==> src/rtl/core/pkhm_pkg.sv <==
// pkhm_pkg: shared types and constants for the pair key hash map
// no dependencies; imported by every module of the block

package pkhm_pkg;

    localparam int SLOT_BITS    = 12;
    localparam int SLOT_COUNT   = 1 << SLOT_BITS;
    localparam int TOKEN_BITS   = 20;
    localparam int CFG_W        = 12;
    localparam int CNT_W        = SLOT_BITS + 1;
    localparam int CMP_W        = (CFG_W > CNT_W) ? CFG_W : CNT_W;
    localparam int QUEUE_DEPTH  = 2;
    localparam int PTR_W        = (QUEUE_DEPTH > 1) ? $clog2(QUEUE_DEPTH) : 1;
    // front stage, queue, item in the probe engine, response register
    localparam int MAX_INFLIGHT = QUEUE_DEPTH + 3;

    localparam logic [CFG_W-1:0] LIMIT_RESET = CFG_W'(3072);

    typedef logic [TOKEN_BITS-1:0] token_t;
    typedef logic [SLOT_BITS-1:0]  slot_t;

    typedef enum logic {
        KIND_LOOKUP = 1'b0,
        KIND_INSERT = 1'b1
    } kind_t;

    typedef enum logic [1:0] {
        ST_FOUND = 2'd0,
        ST_NEW   = 2'd1,
        ST_FULL  = 2'd2
    } status_t;

    typedef struct packed {
        kind_t  kind;
        token_t left_token;
        token_t right_token;
        token_t value_id;
    } req_t;

    typedef struct packed {
        status_t status;
        token_t  found_id;
    } rsp_t;

    typedef struct packed {
        req_t  item;
        slot_t start;
    } work_t;

    typedef struct packed {
        logic   valid;
        token_t left_token;
        token_t right_token;
        token_t id;
    } entry_t;

endpackage

==> src/rtl/core/pkhm_queue.sv <==
// pkhm_queue: short fifo of hashed requests between front and probe engine
// depends on pkhm_pkg

module pkhm_queue
    import pkhm_pkg::*;
(
    input  logic  clk,
    input  logic  rst_n,
    input  logic  push_valid,
    output logic  push_ready,
    input  work_t push_data,
    output logic  pop_valid,
    input  logic  pop_ready,
    output work_t pop_data
);

    work_t            entries_reg [QUEUE_DEPTH];
    logic [PTR_W-1:0] wr_ptr_reg;
    logic [PTR_W-1:0] wr_ptr_next;
    logic [PTR_W-1:0] rd_ptr_reg;
    logic [PTR_W-1:0] rd_ptr_next;
    logic [PTR_W:0]   count_reg;
    logic [PTR_W:0]   count_next;
    logic             do_push;
    logic             do_pop;

    assign push_ready = (count_reg != (PTR_W+1)'(QUEUE_DEPTH));
    assign pop_valid  = (count_reg != '0);
    assign pop_data   = entries_reg[rd_ptr_reg];
    assign do_push    = push_valid && push_ready;
    assign do_pop     = pop_valid && pop_ready;

    always_comb
    begin
        wr_ptr_next = wr_ptr_reg;
        rd_ptr_next = rd_ptr_reg;
        count_next  = count_reg;
        if (do_push)
        begin
            wr_ptr_next = (wr_ptr_reg == PTR_W'(QUEUE_DEPTH-1)) ? '0 : wr_ptr_reg + PTR_W'(1);
        end
        if (do_pop)
        begin
            rd_ptr_next = (rd_ptr_reg == PTR_W'(QUEUE_DEPTH-1)) ? '0 : rd_ptr_reg + PTR_W'(1);
        end
        if (do_push && !do_pop)
        begin
            count_next = count_reg + (PTR_W+1)'(1);
        end
        else if (do_pop && !do_push)
        begin
            count_next = count_reg - (PTR_W+1)'(1);
        end
    end

    always_ff @(posedge clk or negedge rst_n)
    begin
        if (!rst_n)
        begin
            wr_ptr_reg <= '0;
            rd_ptr_reg <= '0;
            count_reg  <= '0;
        end
        else
        begin
            wr_ptr_reg <= wr_ptr_next;
            rd_ptr_reg <= rd_ptr_next;
            count_reg  <= count_next;
        end
    end

    always_ff @(posedge clk)
    begin
        if (do_push)
        begin
            entries_reg[wr_ptr_reg] <= push_data;
        end
    end

endmodule

==> config.mk <==
export PLATFORM = sky130hd
export DESIGN_NAME = pkhm_queue
export DESIGN_NICKNAME = d
export VERILOG_FILES = /design/src/rtl/core/pkhm_pkg.sv /design/src/rtl/core/pkhm_queue.sv
export SDC_FILE = /design/constraint.sdc
export NUM_CORES = 1
export LEC_CHECK = 0
export BUFFER_PORTS_ARGS = -buffer_cell sky130_fd_sc_hd__buf_2
export CAP_MARGIN = 10
export CORE_ASPECT_RATIO = 1.4
export CORE_MARGIN = 2
export CORE_UTILIZATION = 34
export CTS_CLUSTER_DIAMETER = 150
export CTS_CLUSTER_SIZE = 12
export DETAILED_ROUTE_END_ITERATION = 6
export SLEW_MARGIN = 10
export SYNTH_ARGS = -nofsm -noshare
export SYNTH_HDL_FRONTEND = slang
export SYNTH_SLANG_ARGS = --single-unit
==> constraint.sdc <==
create_clock -name clk -period 8.35 [get_ports clk]
set_clock_uncertainty 0.1 [all_clocks]
set_input_delay 1.67 -clock clk [delete_from_list [all_inputs] [get_ports clk]]
set_output_delay 1.67 -clock clk [all_outputs]
set_load 0.03 [all_outputs]
After elaboration in Yosys (flattened, before gate mapping)
Memory sizes are Yosys's and may differ from the RTL's.
Index checks and enable logic that the tools add are counted.
{ "word_totals": {"in_bits": 77, "regBits": 4, "ram_bits": 146, "elab_cells": 23, "output_inout_bits": 75, "n_memories": 1} }
{ "classes": {"n_eq_ne": 1, "n_mux": 6, "add_sub_neg": 4, "reduce_logical": 8} }
{ "mem_list": {"columns": ["memory", "words", "width", "rd", "rd_ports_with_merged_regs", "write_ports", "line", "source"], "rows": [
  ["entries_reg", 2, 73, 1, 0, 1, "pkhm_queue.sv:17", "work_t entries_reg [QUEUE_DEPTH];"]
]} }
{ "ops": {"columns": ["op", "count"], "rows": [
  ["$logic_and 1x1->1", 4],
  ["$mux 1", 4],
  ["$mux 2", 2],
  ["$reduce_bool 2->1", 2],
  ["$add 1x1->1 const B", 2],
  ["$add 2x1->2 const B", 1],
  ["$logic_not 1->1", 2],
  ["$ne 2x2->1 const B", 1],
  ["$sub 2x1->2 const B", 1]
]} }

Logic depth before layout (Yosys ltp)
Gate-level depths: netlist of run 1.
{ "logic_depth": {"depth_word": 6, "mapped_depth": 7, "ltp_nobuf": 7} }

Worst setup path before layout of run 1
No wires, ideal clock.
{ "synth_timing": {"path_kind": "input-to-reg", "from": "in push_valid", "to": "mem entries_reg[0][0] (netlist name) (enable)", "n_path_buf": 0, "stages": 2, "required_time_ns": 7.745, "setup_ns": 0.505, "setup_slack_ns": 2.926, "arrival_time_ns": 4.819, "path_cell_list": "nand2_1 -> nor2_1"} }
{ "synth_between": {"elab_chain_cells": 3} }
{ "synth_rtl": {"columns": ["element", "line", "source"], "rows": [
  ["start, declared", "pkhm_queue.sv:9", "input logic push_valid,"],
  ["$logic_and 1x1->1", "pkhm_queue.sv:30", "assign do_push = push_valid && push_ready;"],
  ["$mux 1", "pkhm_queue.sv:74", "if (do_push)"],
  ["$mux 1 (implied by the code)", "pkhm_queue.sv:76", "entries_reg[wr_ptr_reg] <= push_data;"],
  ["end, declared", "pkhm_queue.sv:17", null]
]} }
Every way passes these cells.

==> results of run 1 <==
-- worst min path at each step --
stage | startpoint | endpoint | slack (ns) | depth (start not counted)
floorplan | count_reg[1]$_DFFE_PN0P_ | count_reg[1]$_DFFE_PN0P_ | 0.36 | 1
global placement | count_reg[1]$_DFFE_PN0P_ | count_reg[1]$_DFFE_PN0P_ | 0.37 | 1
detailed placement | count_reg[1]$_DFFE_PN0P_ | count_reg[1]$_DFFE_PN0P_ | 0.38 | 1
CTS | count_reg[1]$_DFFE_PN0P_ | count_reg[1]$_DFFE_PN0P_ | 0.40 | 1
global route | count_reg[1]$_DFFE_PN0P_ | count_reg[1]$_DFFE_PN0P_ | 0.42 | 1
finish | count_reg[1]$_DFFE_PN0P_ | count_reg[1]$_DFFE_PN0P_ | 0.39 | 1
-- layout by cell type (no fill, tap or decap), types with 2 or more instances in the layout --
cell type   count
diode_2         2
buf_4           2
inv_6           4
mux2_4         60
buf_2         151
xor2_1          2
clkinvlp_4      3
clkinv_2        3
nand2_1         2
edfxtp_1      146
dfrtp_1         3
bufinv_16       3
clkbuf_16      17
mux2_2         13
xnor2_1         3
-- stage by stage --
stage	cell area [um^2]	setup slack (ns)	utilization, %	power (mW)
6_report	7270	4.03	43.8	2.89
5_1_grt	7270	3.87	43.8	3.02
3_5_place_dp	6670	4.41	40.1	2.16
3_3_place_gp	6670	4.45	40.1	2.14
4_1_cts	7270	3.95	43.8	2.94
2_1_floorplan	5710	2.93	-	1.93
-- area by class of cell --
class	count	area, um^2
fillers	1485	9330
diodes	2	5.00
multi-input cells	86	1150
well taps	203	254
flip-flops and latches	150	4490
clock buffers	17	425
clock inverters	15	175
inverters	1	3.75
repair buffers	153	771
-- power by group --
group	leakage [nW]	switching (mW)	internal, mW	total [mW]
Clock	0.288	0.299	0.471	0.770
Sequential	1.40	0.0817	1.04	1.12
Combinational	1.20	0.613	0.394	1.01
Total	2.88	0.994	1.90	2.89
-- kinds of logic after synthesis --
family	Yosys count	share of synthesized area, %
xor+xnor	5	0.767
fa+ha+maj	1	0.219
buf+inv	9	1.53
flops	150	78.5
mux	73	18.3
simple gates	7	0.592
-- critical path, delay by kind of cell (launching register included) --
| family | cells | cell delay [ns] |
|---|---|---|
| muxes | 1 | 0.41 |
| DFF | 1 | 0.80 |
| buffers and inverters | 2 | 0.90 |
-- routing by layer --
| metal | part of all wire (%) | up-vias | global-route usage, % | wire length (um) |
|---|---|---|---|---|
| met5 | 0 | - | 0 | 0 |
| met4 | 2.1 | 0 | 6.16 | 212 |
| met3 | 5.6 | 11 | 4.51 | 570 |
| met2 | 55 | 84 | 20.9 | 5600 |
| met1 | 37 | 1406 | 11.5 | 3710 |
| li1 | - | 1299 | - | - |
==> qor.yml, run 1 <==
routing:
  drt_iter0_markers: 121
  drc_errors: 0
  via_per_inst: 4.47
  first_pass_iters: 4
  route.vias.total: 2800
  routedWlPerCell_um: 16.1
  final_antenna_net_count: 0
  wirelength_mm: 10.1
final_layout:
  drive_above_1_share_pct: 61.6
  syn_to_final_growth_pct: 27.4
  largest_reg_flops: 146
  nNetsFinal: 487
  stdcell_count: 627
yosys:
  yosysSeqAreaShare_pct: 78.5
  synth-edff-count: 146
  yosysMostFrequentCell: "edfxtp_1"
  synthFlopType: "edfxtp_1"
  syn_nets: 323
  ys_ff_latch: 150
  synthCells: 245
  yosys-top-cells-area: "edfxtp_1 (77%), mux2_4 (16%), mux2_2 (2.6%)"
  synth_top_area_share_pct: 76.8
  ys_types: 15
  syn-cell-area_um2: 5710
  synthArstFlopShare_pct: 2.67
  ys_warn_count: 0
  syn_area_per_cell_um2: 23.3
  synthTopCellsByCount: "edfxtp_1 (146), mux2_4 (60), mux2_2 (13), buf_6 (7), dfrtp_1 (4)"
  synth_top_area_cell: "edfxtp_1"
timing:
  tns_ns: 0
  hold_violations: 0
  drv_slew: 0
  finalCritPeriodShare_pct: 51.8
  finalSetupViolCount: 0
  whs_ns: 0.394
  worstMarginPinSlew_ns: 1.07
  rsz0062_at_grt: "false"
  max-slew-margin-rel_pct: 28.3
  min_period_ns: 4.32
  clock.fmax_mhz: 231
placement:
  io_buffers: 151
  dp_cells: 593
  dp.final_hpwl_mm: 6.35
  gp_congestion: 0.653
floorplanning:
  initial_core_util_pct: 34.4
  die-area_um2: 17900
  fp.dieH_um: 157
  rows: 56
  core_area_um2: 16600
  die_w_um: 114
  io-pin-count: 152
worst_setup_path:
  r2r_slack_ns: 6.25
  r2r_start: "count_reg[0]$_DFFE_PN0P_"
  slowest_delay_ns: 0.80
  slowest_stage: "dfrtp_4"
  start_kind: "register"
  cp-end-kind: "output pin"
  worstPathRequired_ns: 6.58
  timing.rr.end: "entries_reg[0][69]$_DFFE_PP_"
  reg2reg_depth: 4
  worstSetupPathType: "reg2out"
  cp-endpoint: "pop_data[51]"
  setup.worst_path.start: "rd_ptr_reg$_DFFE_PN0P_"
  worst-path-max-fanout: 42
  cp_data_arrival_time_ns: 2.55
  crit_chain: "buf_4 > mux2_2 > buf_2"
power:
  power_density_nw_per_um2: 398
  max-vdd-ir-drop_uv: 197
  p_leak_nw: 2.89
cts:
  clkSlewWorstSetupHoldPaths_ns: 0.06
  clockBufferDepth: 2
  cts_tree: "done"
  cts_sinks: 150
  cts_made_buffers: 17
  htreeDepth: 4
  post_cts_buffers: 0
  cts_resized: 0
  clock_latency_ns: 0.41
  cts-root-buf: "clkbuf_16"
  hold_buffers: 0
hold_path:
  worstHoldPathType: "reg2reg"
grt:
  grt-ovfl-total: 0
  grt_pass1_vias: 3020
  grt_max_degree: 74
  track_usage_pct: 11.6
  antenna_found_initial: 2
  grt_first_pass_wirelength_mm: 15.3
job:
  maxCapViolCount: 0
outcome:
  status: "finished, final reports clean"
Note: power is estimated with default switching activity, not from simulation.
==> inputs of run 2 (changes only) <==
==> constraint.sdc (replaced) <==
create_clock -name clk -period 3.65 [get_ports clk]
set_clock_uncertainty 0.1 [all_clocks]
set_input_delay 0.73 -clock clk [delete_from_list [all_inputs] [get_ports clk]]
set_output_delay 0.73 -clock clk [all_outputs]
set_load 0.03 [all_outputs]
==> run 2 against run 1 <==
  * Via count decreased by 0.89%
  * Sequential share of layout area decreased by 0.63 points
  * Cell count increased by 0.32%
  * Critical path depth unchanged
  * Core utilization increased by 0.45 points
  * Combinational power increased by 130%
  * Register-to-register slack got worse by 4.6 ns
  * Clock power increased by 140%
  * First-iteration DRC count decreased by 31%
  * Global-route usage increased by 0.29 points
  * Cell area increased by 1.0%
  * Largest power group unchanged
  * Highest routed layer unchanged
==> qor.yml, run 2 (synthesis gave the netlist of run 1 again) <==
routing:
  first_pass_iters: 4
  route.vias.total: 2775
  via_per_inst: 4.41
  routedWlPerCell_um: 16.4
  drc_errors: 0
  final_antenna_net_count: 0
  wirelength_mm: 10.3
  drt_iter0_markers: 84
timing:
  max-slew-margin-rel_pct: 30.7
  min_period_ns: 2.85
  worstMarginPinSlew_ns: 1.04
  finalSetupViolCount: 0
  rsz0062_at_grt: "false"
  hold_violations: 0
  clock.fmax_mhz: 351
  drv_slew: 0
  finalCritPeriodShare_pct: 78.1
  tns_ns: 0
  setup_slack_ns: 0.799
power:
  max-vdd-ir-drop_uv: 738
  power_density_nw_per_um2: 921
  p_leak_nw: 2.93
final_layout:
  stdcell_count: 629
  multi_input_area_um2: 1150
  register_area_um2: 4490
  mostFrequentLayoutCells: "buf_2 (151), edfxtp_1 (146), mux2_4 (60)"
  largest_reg_flops: 146
  drive_above_1_share_pct: 61.9
  fillers: 1445
  final_common_cell: "buf_2"
  syn_to_final_growth_pct: 28.7
  nNetsFinal: 490
job:
  maxCapViolCount: 0
worst_setup_path:
  worst-path-max-fanout: 25
  slowest_stage: "dfrtp_4"
  crit_buf_inv: 2
  cpLargestDelayFamily: "flip-flops"
  worstSetupPathType: "reg2out"
  path_depth: 3
  cp-end-kind: "output pin"
  cp_data_arrival_time_ns: 2.02
  start_kind: "register"
  reg2reg_depth: 2
  worstPathRequired_ns: 2.82
  slowest_delay_ns: 0.69
  crit_chain: "buf_4 > mux2_4 > buf_2"
floorplanning:
  initial_core_util_pct: 34.4
  die-area_um2: 17900
  die_w_um: 114
  io-pin-count: 152
  rows: 56
  fp.dieH_um: 157
  core_area_um2: 16600
cts:
  cts_made_buffers: 17
  hold_buffers: 1
  clkSlewWorstSetupHoldPaths_ns: 0.06
  htreeDepth: 4
  cts_sinks: 150
  post_cts_buffers: 0
  clock_latency_ns: 0.41
  cts_tree: "done"
  cts_resized: 0
  clockBufferDepth: 2
  cts-root-buf: "clkbuf_16"
grt:
  grt_max_degree: 74
  grt_pass1_vias: 3032
  grt_first_pass_wirelength_mm: 15.7
  track_usage_pct: 11.9
  antenna_found_initial: 1
  grt-ovfl-total: 0
placement:
  pre_cts_ws_ns: 1.23
  dp.final_hpwl_mm: 6.79
  io_buffers: 151
  gp_congestion: 0.701
  dp_cells: 595
hold_path:
  whs_path_depth: 1
  worstHoldPathType: "reg2reg"
outcome:
  status: "finished, final reports clean"
==> run 2: changes by cell type in the layout (fill, tap and decap cells not counted), moves of 2 or more <==
cell / delta
clkinv_4: +2
clkinv_2: -2
clkinvlp_4: -3
inv_6: +2
==> run 2: path summary, 6_finish.rpt <==
path | from | to | slack, ns
worst min-delay path | count_reg[1]$_DFFE_PN0P_ | count_reg[1]$_DFFE_PN0P_ | 0.40
worst max-delay path | rd_ptr_reg$_DFFE_PN0P_ | pop_data[72] | 0.80
min in group asynchronous | rst_n | rd_ptr_reg$_DFFE_PN0P_ | 0.56
max in group asynchronous | rst_n | rd_ptr_reg$_DFFE_PN0P_ | 2.75
worst min register to register | count_reg[1]$_DFFE_PN0P_ | count_reg[1]$_DFFE_PN0P_ | 0.40
worst max register to register | count_reg[0]$_DFFE_PN0P_ | entries_reg[1][25]$_DFFE_PP_ | 1.67
==> run 2: area by class of cell <==
class	instances	share of cell area, %
antenna	1	0.0341
clock buffer	17	5.79
clock inverter	15	2.93
inverter	1	0.0511
multi-input combinational	86	15.7
sequential	150	61.1
tap	203	3.46
timing repair buffer	156	11.0
==> run 2: metal layers <==
layer	global-route usage, %	share of wire, %
met3	4.74	6.3
met1	12.3	37
met4	5.69	2.3
met2	21.1	54
met5	0	0
==> run 2: where the power goes <==
| group | leakage (nW) | internal (mW) | switching (mW) |
|---|---|---|---|
| clock | 0.316 | 1.16 | 0.709 |
| combinational | 1.21 | 0.920 | 1.44 |
| sequential | 1.40 | 2.37 | 0.170 |
| total | 2.93 | 4.45 | 2.32 |
==> run 2: per-stage QoR <==
step                      power (mW)  hold WS [ns]  cell area [um^2]  utilization (%)
after floorplan                 4.41         0.334              5710                -
after detailed placement        4.98         0.398              6690             40.3
final                           6.77         0.403              7350             44.2
after global routing            7.07         0.374              7340             44.2
after global placement          4.93         0.379              6690             40.3
after CTS                       6.87         0.374              7340             44.2
