===== src/rtl/core/pkhm_pkg.sv =====
// pkhm_pkg: shared types and constants for the pair key hash map
// no dependencies; imported by every module of the block

package pkhm_pkg;

    localparam int SLOT_BITS    = 12;
    localparam int SLOT_COUNT   = 1 << SLOT_BITS;
    localparam int TOKEN_BITS   = 20;
    localparam int CFG_W        = 12;
    localparam int CNT_W        = SLOT_BITS + 1;
    localparam int CMP_W        = (CFG_W > CNT_W) ? CFG_W : CNT_W;
    localparam int QUEUE_DEPTH  = 2;
    localparam int PTR_W        = (QUEUE_DEPTH > 1) ? $clog2(QUEUE_DEPTH) : 1;
    // front stage, queue, item in the probe engine, response register
    localparam int MAX_INFLIGHT = QUEUE_DEPTH + 3;

    localparam logic [CFG_W-1:0] LIMIT_RESET = CFG_W'(3072);

    typedef logic [TOKEN_BITS-1:0] token_t;
    typedef logic [SLOT_BITS-1:0]  slot_t;

    typedef enum logic {
        KIND_LOOKUP = 1'b0,
        KIND_INSERT = 1'b1
    } kind_t;

    typedef enum logic [1:0] {
        ST_FOUND = 2'd0,
        ST_NEW   = 2'd1,
        ST_FULL  = 2'd2
    } status_t;

    typedef struct packed {
        kind_t  kind;
        token_t left_token;
        token_t right_token;
        token_t value_id;
    } req_t;

    typedef struct packed {
        status_t status;
        token_t  found_id;
    } rsp_t;

    typedef struct packed {
        req_t  item;
        slot_t start;
    } work_t;

    typedef struct packed {
        logic   valid;
        token_t left_token;
        token_t right_token;
        token_t id;
    } entry_t;

endpackage


===== src/rtl/core/pkhm_front.sv =====
// pkhm_front: input register and start slot hash of each request
// depends on pkhm_pkg

module pkhm_front
    import pkhm_pkg::*;
(
    input  logic  clk,
    input  logic  rst_n,
    input  logic  hold,
    input  logic  req_valid,
    output logic  req_stall,
    input  req_t  req,
    output logic  push_valid,
    input  logic  push_ready,
    output work_t push_data
);

    // xor fold of the key onto the slot index, left token rotated and xored into the right token first
    function automatic slot_t start_slot(token_t l, token_t r);
        logic [2*TOKEN_BITS-1:0] key;
        slot_t                   h;
        key = {r ^ {l[TOKEN_BITS-8:0], l[TOKEN_BITS-1:TOKEN_BITS-7]}, l};
        h   = '0;
        for (int i = 0; i < 2*TOKEN_BITS; i++)
        begin
            h[i % SLOT_BITS] = h[i % SLOT_BITS] ^ key[i];
        end
        return h;
    endfunction

    logic valid_reg;
    logic valid_next;
    req_t item_reg;
    logic accept;

    assign req_stall  = hold || (valid_reg && !push_ready);
    assign accept     = req_valid && !req_stall;
    assign push_valid = valid_reg;

    always_comb
    begin
        push_data.item  = item_reg;
        push_data.start = start_slot(item_reg.left_token, item_reg.right_token);
    end

    always_comb
    begin
        valid_next = valid_reg;
        if (accept)
        begin
            valid_next = 1'b1;
        end
        else if (push_ready)
        begin
            valid_next = 1'b0;
        end
    end

    always_ff @(posedge clk or negedge rst_n)
    begin
        if (!rst_n)
        begin
            valid_reg <= 1'b0;
        end
        else
        begin
            valid_reg <= valid_next;
        end
    end

    always_ff @(posedge clk)
    begin
        if (accept)
        begin
            item_reg <= req;
        end
    end

endmodule


===== config.mk =====
export PLATFORM = sky130hd
export DESIGN_NAME = pkhm_front
export DESIGN_NICKNAME = d
export VERILOG_FILES = /design/src/rtl/core/pkhm_pkg.sv /design/src/rtl/core/pkhm_front.sv
export SDC_FILE = /design/constraint.sdc
export NUM_CORES = 1
export LEC_CHECK = 0
export BUFFER_PORTS_ARGS = -buffer_cell sky130_fd_sc_hd__buf_2
export CORE_MARGIN = 8
export CORE_UTILIZATION = 36
export DETAILED_ROUTE_END_ITERATION = 8
export PLACE_DENSITY_LB_ADDON = 0.15
export SKIP_LAST_GASP = 1
export SLEW_MARGIN = 20
export SYNTH_ARGS = -nofsm -noshare
export SYNTH_HDL_FRONTEND = slang
export SYNTH_SLANG_ARGS = --single-unit
export TNS_END_PERCENT = 100

===== constraint.sdc =====
create_clock -name clk -period 7.1 [get_ports clk]
set_input_delay 1.065 -clock clk [delete_from_list [all_inputs] [get_ports clk]]
set_output_delay 1.065 -clock clk [all_outputs]
set_load 0.1 [all_outputs]

# Yosys cells after proc, flatten, opt, wreduce, memory -nomap -nowiden
# Index checks and enable logic that the tools add are counted.
[classes]
reduce_logical = 6
mux = 2
bitwise_logic = 29
[op_table]
columns = ["op", "count"]
rows = [
  ["$xor A1 B1 Y1", 28],
  ["$xor A20 B20 Y20", 1],
  ["$logic_and A1 B1 Y1", 2],
  ["$logic_not A1 Y1", 2],
  ["$mux W1", 2],
  ["$reduce_bool A2 Y1", 1],
  ["$logic_or A1 B1 Y1", 1],
]
[totals]
ff_bits = 62
word_cells = 42

# Longest topological paths before layout
# Gate-level depths: netlist of run 1.
[logic_depth]
ltp_word = 6
ltp_mapped = 2

# Worst setup path before layout of run 1
# Ideal clock, no wire load.
[synth_path]
kind = "input to register"
start = "input port push_ready"
end = "register item_reg (netlist bit push_data[12]) (enable)"
t_arrival_ns = 5.687
path_buffers = 0
required_ns = 6.532
stages = 2
setup_time_ns = 0.568
setup_slack_ns = 0.845
cell_sequence = "nand2b_1 > nor3b_1"
[synth_between]
elab_chain_len = 5
[synth_lines]
columns = ["item", "line_no", "text"]
rows = [
  ["from (decl)", "pkhm_front.sv:14", "input logic push_ready,"],
  ["$logic_not A1 Y1", "pkhm_front.sv:36", "assign req_stall = hold || (valid_reg && !push_ready);"],
  ["$logic_and A1 B1 Y1", "pkhm_front.sv:36", ""],
  ["$logic_or A1 B1 Y1", "pkhm_front.sv:36", ""],
  ["$logic_not A1 Y1", "pkhm_front.sv:37", "assign accept = req_valid && !req_stall;"],
  ["$logic_and A1 B1 Y1", "pkhm_front.sv:37", ""],
  ["via accept", "pkhm_front.sv:34", "logic accept;"],
  ["to (signal assigned)", "pkhm_front.sv:75", "item_reg <= req;"],
  ["to (decl)", "pkhm_front.sv:33", "req_t item_reg;"],
]
# The timed path passes the listed nets, and every way through them passes these cells.
# A chain may end at the register's enable or synchronous reset.

# Worst setup path after layout of run 1
[layout_path]
start = "input port push_ready"
end = "output port req_stall"
[layout_between]
elab_chain_len = 3
[layout_lines]
columns = ["item", "line_no", "text"]
rows = [
  ["$logic_not A1 Y1", "pkhm_front.sv:36", ""],
  ["$logic_and A1 B1 Y1", "pkhm_front.sv:36", ""],
  ["$logic_or A1 B1 Y1", "pkhm_front.sv:36", ""],
  ["to (decl)", "pkhm_front.sv:11", "output logic req_stall,"],
]
# No other way between the ends.

==> summary.txt, run 1 <==
Synthesis
  • Post-synth EDFFs: 61
  • Cell count after synthesis: 106
  • Synthesis Warnings: 0
  • Post-synth cell types: 9
  • Seq/Total Area, Yosys: 79.4%
  • Prevailing post-synth register cell: edfxtp_1
  • Syn nets: 172
  • Cell taking the most area after synthesis: edfxtp_1
  • Top-count cell post-synth: edfxtp_1
  • Yosys top cell area share: 78.4%
  • Async set-reset flop share out of synthesis: 1.61%
  • Synth Cell Area: 2340 um2
  • Yosys reg bits: 62
  • Average size of a mapped cell: 22.0 um2
  • Largest cells by area after synthesis: edfxtp_1 (78%), xnor2_1 (8.6%), xnor3_1 (7.7%)
  • Commonest cells in the netlist: edfxtp_1 (61), xnor2_1 (23), xnor3_1 (8), xor2_1 (8), nand2b_1 (2)

Pwr
  • Reg power frac: 42.4%
  • Pint: 0.000634 W
  • Gate power share: 28.9%
  • Overall power: 0.00102 W
  • Leakage power: 1.44 nW
  • P_sw: 0.000382 W
  • Net Sw Frac: 37.6%
  • Pwr dens: 305 nW/um2
  • Clock power share: 28.7%
  • Max VDD drop: 0.181 mV

Setup path
  • CP Class: primary input to output pin
  • Setup crit start kind: primary input
  • R2R depth: 3
  • Reg2reg end: push_data[43]$_DFFE_PP_
  • Reg2Reg Setup Slack: 5430 ps
  • Critical path capture point type: output pin
  • R2R Path Start: push_valid$_DFFE_PN0P_
  • Slowest Stage Delay on Critical Path: 420 ps
  • CP Max Fanout: 3
  • Crit-path cells: buf_2 -> nand2b_1 -> nand2b_1 -> buf_2
  • WP data arrival: 1810 ps
  • Req. time, crit path: 6030 ps
  • Crit-path slowest cell: buf_2

STA
  • Sum Neg Setup Slack: 0 ps
  • Slew @ Worst Pin: 761 ps
  • Final setup margin: 4230 ps
  • Slew HR: 49.2%
  • Fin. max-slew vios: 0
  • Final setup violation count: 0
  • Final clock skew: 6.38 ps
  • FMAX: 0.348 GHz
  • RSZ-0062 raised after global routing: false
  • Final period util: 40.4%
  • Final min period: 2870 ps
  • Hold Vio Cnt, Final: 0

Floorplan
  • Starting Density: 37.0%
  • DIE AREA: 9330 um2
  • Die Ht: 96.6 um
  • Row cnt: 29
  • Die width: 96.6 um
  • Core area: 6310 um2
  • IO Pins: 141

GRT
  • First-pass GRT wire length: 7870 um
  • Largest net degree at the start of global routing: 62
  • Number of global-route vias before repair: 1627
  • All-Layer GR Usage: 11.9%
  • Grt ovf: 0
  • Initial antenna violation count: 0

Place
  • Post-place setup slack: 4220 ps
  • Routability Congestion: 0.660
  • HPWL Detailed: 4410 um
  • Area after DPL: 3150 um2
  • DP Cell Count: 324
  • Port bufs: 140

Hold path
  • HP Class: primary input to async pin

Run
  • MaxCap Viol Count: 0

Routing
  • Vias per cell: 4.29
  • DRC: 0
  • DRT iter0 DRCs: 32
  • Via count: 1457
  • Antenna-violating nets left: 0
  • WL/cell: 16.4 um
  • Routed WL: 5590 um
  • DRT Pass-1 Iters: 3

Clock tree
  • CTS root buffer: clkbuf_8
  • Worst-Skew Late Latency: 330 ps
  • Post-CTS Resized: 0
  • Clk buf depth: 2
  • CTS tree: done
  • CTS buffer count: 9
  • Clock sink total: 62
  • Max H-tree Level: 3
  • Post-CTS setup repair buffer count: 0
  • Worst-path clk slew: 70 ps
  • Hold_buf cts: 0

Final layout
  • Finished Layout Cells: 340
  • Cell area after layout: 3340 um2
  • NumNets Final: 324
  • Layout cells sized above 1: 59.3%
  • Area grow syn2layout: 42.7%
  • ANT cells: 0

Status
  • Outcome: complete, no violations
-- critical path: cells and delay by family --
kind / cells / cell delay, ps
buffers and inverters: 2 / 510
AND/OR/NAND/NOR: 2 / 220
-- worst max path at each step --
stage,endpoint,from
after floorplan,push_data[12]$_DFFE_PP_,push_ready
after global placement,req_stall,push_ready
after detailed placement,req_stall,push_ready
after CTS,req_stall,push_ready
after global routing,push_data[8],push_data[65]$_DFFE_PP_
final,req_stall,push_ready
-- logic make-up after synthesis --
group                     Yosys count  share of synthesized area [%]
buffers and inverters               1                          0.160
DFF                                62                           79.4
AOI/OAI and AO/OA                   1                          0.214
and+or+nand+nor                     3                          0.857
xor gates and xnor gates           39                           19.3
-- power by group through the flow --
stage | logic (W) | registers [W] | clock network (W)
after floorplan | 0.000139 | 0.000547 | 0
after global placement | 0.000295 | 0.000438 | 0
after detailed placement | 0.000296 | 0.000439 | 0
after CTS | 0.000297 | 0.000431 | 0.000304
after global routing | 0.000302 | 0.000433 | 0.000316
final | 0.000294 | 0.000431 | 0.000292
-- per-layer routing --
| metal | GRT usage, % | vias to the layer above | routed length [um] |
|---|---|---|---|
| met5 | 0 | - | 0 |
| met4 | 7.19 | 0 | 103 |
| met3 | 7.65 | 11 | 890 |
| met2 | 18.4 | 92 | 2530 |
| met1 | 11.8 | 659 | 2060 |
| li1 | - | 695 | - |
-- final cells by class --
| cell class | count | area, um2 |
|---|---|---|
| clock buffer | 9 | 124 |
| clock inverter | 7 | 65.1 |
| fill | 581 | 2980 |
| inverter | 1 | 3.75 |
| multi-input combinational | 43 | 482 |
| sequential | 62 | 1860 |
| tap | 77 | 96.3 |
| timing repair buffer | 141 | 708 |
-- registers in the layout (all words and copies together), names as in the netlist --
signal and cells:
push_valid 1, push_data 61
-- stage by stage --
step	hold WS [ps]	util, %
global placement	528	49.8
CTS	472	52.8
detailed placement	556	49.8
finish	499	52.8
global route	478	52.8
floorplan	769	-
-- layout by cell type (no fill, tap or decap) --
cell type / instances
buf_2: 140
buf_4: 1
bufinv_16: 1
clkbuf_8: 9
clkinv_1: 2
clkinv_2: 1
clkinvlp_4: 3
dfrtp_1: 1
edfxtp_1: 61
inv_1: 1
nand2b_1: 2
nor3b_2: 1
o21ai_0: 1
xnor2_1: 23
xnor3_1: 8
xor2_1: 8
(Power assumes the default switching activity.)
==> run 2, diff against run 1 <==
Clock period 7.1 ns to 2.5 ns, I/O delays scaled along.
==> run 2 against run 1 <==
Net effect:
- first-iteration DRC count is 6.3% lower
- global-route usage rose by 0.62 points
- cell count increased by 0.29%
- critical path depth is 1 lower
- non-clock buffer count up 2
- worst setup slack worse by 3900 ps
- clock-buffer cell count up 1
- flip-flop and latch count unchanged
- utilization increased by 3.7 points
- cell area grew 7.0%
- highest routed layer unchanged
==> summary.txt, run 2 (synthesis gave the netlist of run 1 again) <==
Floorplan
  • IO Pins: 141 (unchanged)
  • DIE AREA: 9330 um2 (unchanged)
  • Row cnt: 29 (unchanged)
  • Core area: 6310 um2 (unchanged)
  • Starting Density: 37.0% (unchanged)
  • Die Ht: 96.6 um (unchanged)
  • Die width: 96.6 um (unchanged)

Setup path
  • Slowest Stage Delay on Critical Path: 450 ps (was 420 ps)
  • Crit-path slowest cell: edfxtp_1 (was buf_2)
  • Req. time, crit path: 2120 ps (was 6030 ps)
  • R2R Path Start: push_valid$_DFFE_PN0P_ (unchanged)
  • CP Class: flip-flop to output pin (was primary input to output pin)
  • Crit-path cells: xnor3_2 -> xnor2_4 -> buf_2 (was buf_2 -> nand2b_1 -> nand2b_1 -> buf_2)
  • Reg2Reg Setup Slack: 980 ps (was 5430 ps)
  • WP data arrival: 1830 ps (was 1810 ps)
  • CP Max Fanout: 3 (unchanged)
  • Critical path capture point type: output pin (unchanged)
  • Crit. Startpoint: push_data[65]$_DFFE_PP_ (was push_ready)
  • Setup crit start kind: flip-flop (was primary input)

Clock tree
  • CTS tree: done (unchanged)
  • Worst-Skew Late Latency: 320 ps (was 330 ps)
  • CTS root buffer: clkbuf_8 (unchanged)
  • Max H-tree Level: 3 (unchanged)
  • Post-CTS Resized: 0 (unchanged)
  • Clk buf depth: 2 (unchanged)
  • Clock sink total: 62 (unchanged)
  • Worst-path clk slew: 70 ps (about the same)
  • CTS buffer count: 9 (unchanged)
  • Post-CTS setup repair buffer count: 0 (unchanged)
  • Hold_buf cts: 1 (was 0)

STA
  • Slew @ Worst Pin: 504 ps (was 761 ps)
  • Final period util: 88.1%
  • Final setup violation count: 0 (unchanged)
  • FMAX: 0.454 GHz
  • RSZ-0062 raised after global routing: false (unchanged)
  • Slew HR: 66.6% (was 49.2%)
  • Hold Vio Cnt, Final: 0 (unchanged)
  • Sum Neg Setup Slack: 0 ps (unchanged)
  • Final min period: 2200 ps
  • Final clock skew: 6.03 ps (was 6.38 ps)
  • Fin. max-slew vios: 0 (unchanged)
  • Final hold slack: 222 ps (was 499 ps)

Routing
  • DRT iter0 DRCs: 30 (was 32)
  • Routed WL: 5790 um (was 5590 um)
  • Antenna-violating nets left: 0 (unchanged)
  • Via count: 1477 (was 1457)
  • DRT Pass-1 Iters: 4 (was 3)
  • Vias per cell: 4.33 (was 4.29)
  • DRC: 0 (unchanged)
  • WL/cell: 17.0 um (was 16.4 um)

Hold path
  • HP Class: primary input to flip-flop (was primary input to async pin)
  • Hold path start: req[27]

Place
  • HPWL Detailed: 4680 um (was 4410 um)
  • DP Cell Count: 325 (was 324)
  • Port bufs: 140 (unchanged)
  • Routability Congestion: 0.682 (was 0.660)

Status
  • Outcome: complete, no violations (unchanged)

Run
  • MaxCap Viol Count: 0 (unchanged)

Final layout
  • ANT cells: 0 (unchanged)
  • NumNets Final: 326 (was 324)
  • Area grow syn2layout: 52.7% (was 42.7%)
  • Max reg flops: 61 (unchanged)
  • Finished Layout Cells: 341 (was 340)
  • Commonest non-fill, non-tap cell in the layout: buf_2 (unchanged)
  • Layout cells sized above 1: 65.9% (was 59.3%)
  • Final core occ: 56.5% (was 52.8%)
  • Commonest non-fill, non-tap cells in the layout: buf_2 (140), edfxtp_1 (61), xnor2_1 (15) (was buf_2 (140), edfxtp_1 (61), xnor2_1 (23))

GRT
  • Number of global-route vias before repair: 1634 (was 1627)
  • First-pass GRT wire length: 8350 um (was 7870 um)
  • Grt ovf: 0 (unchanged)
  • Largest net degree at the start of global routing: 34 (was 62)
  • All-Layer GR Usage: 12.5% (was 11.9%)
  • Initial antenna violation count: 0 (unchanged)

Pwr
  • Overall power: 0.00314 W (was 0.00102 W)
  • Max VDD drop: 0.582 mV (was 0.181 mV)
  • Pwr dens: 880 nW/um2 (was 305 nW/um2)
  • Leakage power: 1.54 nW (was 1.44 nW)
[run 2: cell types whose count changed in the layout (fill, tap and decap cells not counted), sizes merged]
| cell | previous run | this run |
|---|---|---|
| buf | 141 | 142 |
| clkbuf | 9 | 10 |
| clkinv | 3 | 2 |
| bufinv | 1 | 3 |
| clkinvlp | 3 | 0 |
| dlygate4sd3 | 0 | 1 |
[run 2: worst paths after layout]
path                            cells past startpoint                 endpoint
worst max-delay path                                3             push_data[8]
worst min-delay path                                1  push_data[39]$_DFFE_PP_
worst max register to register                      3  push_data[46]$_DFFE_PP_
worst min register to register                      2   push_valid$_DFFE_PN0P_
max in group asynchronous                           2   push_valid$_DFFE_PN0P_
min in group asynchronous                           2   push_valid$_DFFE_PN0P_
[run 2: area by class of cell]
cell class | instances | area (um2)
repair buffers | 143 | 726
inverters | 1 | 3.75
multi-input cells | 43 | 656
fillers | 536 | 2750
well taps | 77 | 96.3
clock buffers | 10 | 128
clock inverters | 5 | 98.8
flip-flops and latches | 62 | 1860
[run 2: metal layers]
metal,vias to the layer above,wire (um),share of wire (%),GRT usage [%]
met5,-,0,0,0
met4,0,73,1.3,6.05
met3,8,860,15,7.26
met2,90,2800,48,20.6
met1,681,2060,36,12.4
li1,698,-,-,-
[run 2: per-stage QoR]
| stage | setup slack (ps) | cell area [um2] |
|---|---|---|
| 2_1_floorplan | -264 | 2520 |
| 3_3_place_gp | 669 | 3330 |
| 3_5_place_dp | 636 | 3330 |
| 6_report | 299 | 3570 |
| 5_1_grt | 210 | 3570 |
| 4_1_cts | 260 | 3570 |
[run 2: power by group]
part           switching (W)  internal (W)  leakage (nW)
clock               0.000358      0.000652         0.114
sequential         0.0000259       0.00120         0.579
combinational       0.000708      0.000197         0.851
total                0.00109       0.00205          1.54
[run 2: worst max-delay path: cells and delay by family, from the launching register on]
family / cells / cell delay, ps
XOR/XNOR: 2 / 610
flip-flops: 1 / 450
buffers and inverters: 1 / 430
==> run 3, diff against run 2 <==
Settings changed: BUFFER_PORTS_ARGS -buffer_cell sky130_fd_sc_hd__buf_2 to -buffer_cell sky130_fd_sc_hd__buf_4, CORE_ASPECT_RATIO set to 1.1, CORE_UTILIZATION 36 to 38.
==> run 3 against run 2 <==
Net effect:
- total power decreased by 0.46%
- die area shrank 4.4%
- clock-buffer cell count is 1 higher
- cell count up 1.2%
- cell area up 9.3%
- maximum frequency up 6.1%
- sequential share of layout area is 4.4 points lower
- wire length up 0.59%
- global-route usage increased by 0.70 points
- combinational power increased by 8.3%
- critical path depth stayed put
- non-clock buffer count unchanged
- largest cell class unchanged
==> summary.txt, run 3 (synthesis gave the netlist of run 1 again) <==
Routing
  • Met3 WL: 873 um (was 860 um)
  • DRT iter0 DRCs: 53 (was 30)
  • WL/cell: 16.9 um (was 17.0 um)
  • Routed WL: 5830 um (was 5790 um)
  • Antenna-violating nets left: 0 (unchanged)
  • Metal-1 WL: 1910 um (was 2060 um)
  • WL met2: 2870 um (was 2800 um)
  • DRT Pass-1 Iters: 4 (unchanged)
  • Max Used Layer: met4 (unchanged)
  • Via count: 1521 (was 1477)
  • DRC: 0 (unchanged)
  • Vias per cell: 4.41 (was 4.33)

Final layout
  • Commonest non-fill, non-tap cell in the layout: buf_4 (was buf_2)
  • Layout fillers: 448 (was 536)
  • Commonest non-fill, non-tap cells in the layout: buf_4 (142), edfxtp_1 (61), xnor2_1 (15) (was buf_2 (140), edfxtp_1 (61), xnor2_1 (15))
  • Layout cells sized above 1: 65.7% (was 65.9%)
  • Max reg flops: 61 (unchanged)
  • ANT cells: 0 (unchanged)
  • Cell area after layout: 3900 um2 (was 3570 um2)
  • NumNets Final: 326 (unchanged)
  • Area grow syn2layout: 66.9% (was 52.7%)
  • Sequential cell area: 1860 um2 (unchanged)
  • Footprint of the multi-input gates: 656 um2 (unchanged)

Clock tree
  • CTS buffer count: 9 (unchanged)
  • Worst-path clk slew: 70 ps (about the same)
  • CTS root buffer: clkbuf_8 (unchanged)
  • CTS tree: done (unchanged)
  • Clk buf depth: 2 (unchanged)
  • Max H-tree Level: 3 (unchanged)
  • Clock sink total: 62 (unchanged)
  • Worst-Skew Late Latency: 330 ps (was 320 ps)

Floorplan
  • Row cnt: 30 (was 29)
  • Core area: 6040 um2 (was 6310 um2)
  • DIE AREA: 8920 um2 (was 9330 um2)
  • Die width: 90.8 um (was 96.6 um)
  • Starting Density: 38.7% (was 37.0%)
  • Die Ht: 98.3 um (was 96.6 um)
  • IO Pins: 141 (unchanged)

Pwr
  • P_sw: 0.00110 W (was 0.00109 W)
  • Reg power frac: 39.3% (was 39.0%)
  • Pwr dens: 801 nW/um2 (was 880 nW/um2)
  • Leakage power: 1.66 nW (was 1.54 nW)
  • Clock power share: 29.4% (was 32.2%)
  • Gate power share: 31.4% (was 28.8%)
  • Net Sw Frac: 35.2% (was 34.8%)
  • Pint: 0.00202 W (was 0.00205 W)
  • Max VDD drop: 0.479 mV (was 0.582 mV)

Hold path
  • HP Class: primary input to flip-flop (unchanged)
  • Hold Path Sink: push_data[34]$_DFFE_PP_ (was push_data[39]$_DFFE_PP_)
  • Hold path cells: 1 (unchanged)
  • Hold path start: req[22] (was req[27])

Setup path
  • R2R Path Start: push_valid$_DFFE_PN0P_ (unchanged)
  • Req. time, crit path: 2120 ps (about the same)
  • CP Class: flip-flop to output pin (unchanged)
  • Critical path capture point type: output pin (unchanged)
  • CP Max Fanout: 3 (unchanged)
  • WP data arrival: 1700 ps (was 1830 ps)
  • Reg2Reg Setup Slack: 1020 ps (was 980 ps)
  • Reg2reg end: push_data[58]$_DFFE_PP_ (was push_data[46]$_DFFE_PP_)
  • R2R depth: 3 (unchanged)
  • Setup crit start kind: flip-flop (unchanged)

Place
  • Area after DPL: 3690 um2 (was 3330 um2)
  • Routability Congestion: 0.657 (was 0.682)
  • HPWL Detailed: 4670 um (was 4680 um)
  • Post-place setup slack: 760 ps (was 636 ps)
  • Port bufs: 140 (unchanged)

STA
  • Final clock skew: 4.88 ps (was 6.03 ps)
  • FMAX: 0.482 GHz (was 0.454 GHz)
  • Final setup margin: 425 ps (was 299 ps)
  • Final hold slack: 211 ps (was 222 ps)
  • Final setup violation count: 0 (unchanged)
  • Hold Vio Cnt, Final: 0 (unchanged)
  • Slew HR: 69.4% (was 66.6%)
  • Fin. max-slew vios: 0 (unchanged)
  • Slew @ Worst Pin: 456 ps (was 504 ps)
  • RSZ-0062 raised after global routing: false (unchanged)
  • Final period util: 83.0% (was 88.1%)
  • Final min period: 2070 ps (was 2200 ps)

GRT
  • Initial antenna violation count: 0 (unchanged)
  • Largest net degree at the start of global routing: 32 (was 34)
  • All-Layer GR Usage: 13.2% (was 12.5%)
  • First-pass GRT wire length: 8870 um (was 8350 um)
  • Grt ovf: 0 (unchanged)
  • Number of global-route vias before repair: 1734 (was 1634)

Status
  • Outcome: complete, no violations (unchanged)

Run
  • MaxCap Viol Count: 0 (unchanged)
-- run 3: how the worst max path moves through the flow --
stage / startpoint / endpoint / slack (ps)
2_1_floorplan: push_valid$_DFFE_PN0P_ / push_data[12]$_DFFE_PP_ / -260
3_3_place_gp: push_data[71]$_DFFE_PP_ / push_data[7] / 770
3_5_place_dp: push_data[65]$_DFFE_PP_ / push_data[8] / 760
4_1_cts: push_data[65]$_DFFE_PP_ / push_data[8] / 380
5_1_grt: push_data[71]$_DFFE_PP_ / push_data[7] / 310
6_report: push_data[65]$_DFFE_PP_ / push_data[8] / 430
-- run 3: critical path, cell delays in order, from the launching register on --
cell      delay [ps]
edfxtp_1         460
xnor3_2          450
xnor2_4          160
buf_4            300
-- run 3: layout make-up --
type                    instances  area share [%]
clock buffers                  11            3.37
multi-input cells              43            16.8
repair buffers                143            27.6
clock inverters                 5            1.89
well taps                      80            2.57
flip-flops and latches         62            47.7
inverters                       1          0.0962
-- run 3: routing by layer --
metal	up-vias	GRT usage [%]
met4	0	8.45
met2	97	20.9
li1	700	-
met1	709	12.1
met5	-	0
met3	15	9.06
-- run 3: power by group through the flow --
| stage | Sequential (W) | Combinational [W] | Clock (W) |
|---|---|---|---|
| floorplan | 0.00155 | 0.000462 | 0 |
| global route | 0.00123 | 0.00101 | 0.000978 |
| global placement | 0.00125 | 0.000980 | 0 |
| finish | 0.00123 | 0.000980 | 0.000917 |
| detailed placement | 0.00125 | 0.000986 | 0 |
| CTS | 0.00123 | 0.000988 | 0.000947 |
-- run 3: per-stage QoR --
stage / utilization [%] / power, W / setup TNS [ps] / cells
floorplan: - / 0.00201 / -16280 / 106
global placement: 61.0 / 0.00223 / 0 / 328
detailed placement: 61.0 / 0.00224 / 0 / 328
CTS: 64.6 / 0.00316 / 0 / 345
global route: 64.6 / 0.00322 / 0 / 345
finish: 64.6 / 0.00312 / 0 / 345
-- run 3: timing repair --
| action | 4_1_cts | 5_1_grt |
|---|---|---|
| gates resized for setup | 0 | 0 |
| hold buffers | 1 | 0 |
| endpoints found under the hold margin | 1 | 0 |
| buffers inserted | 0 | 0 |
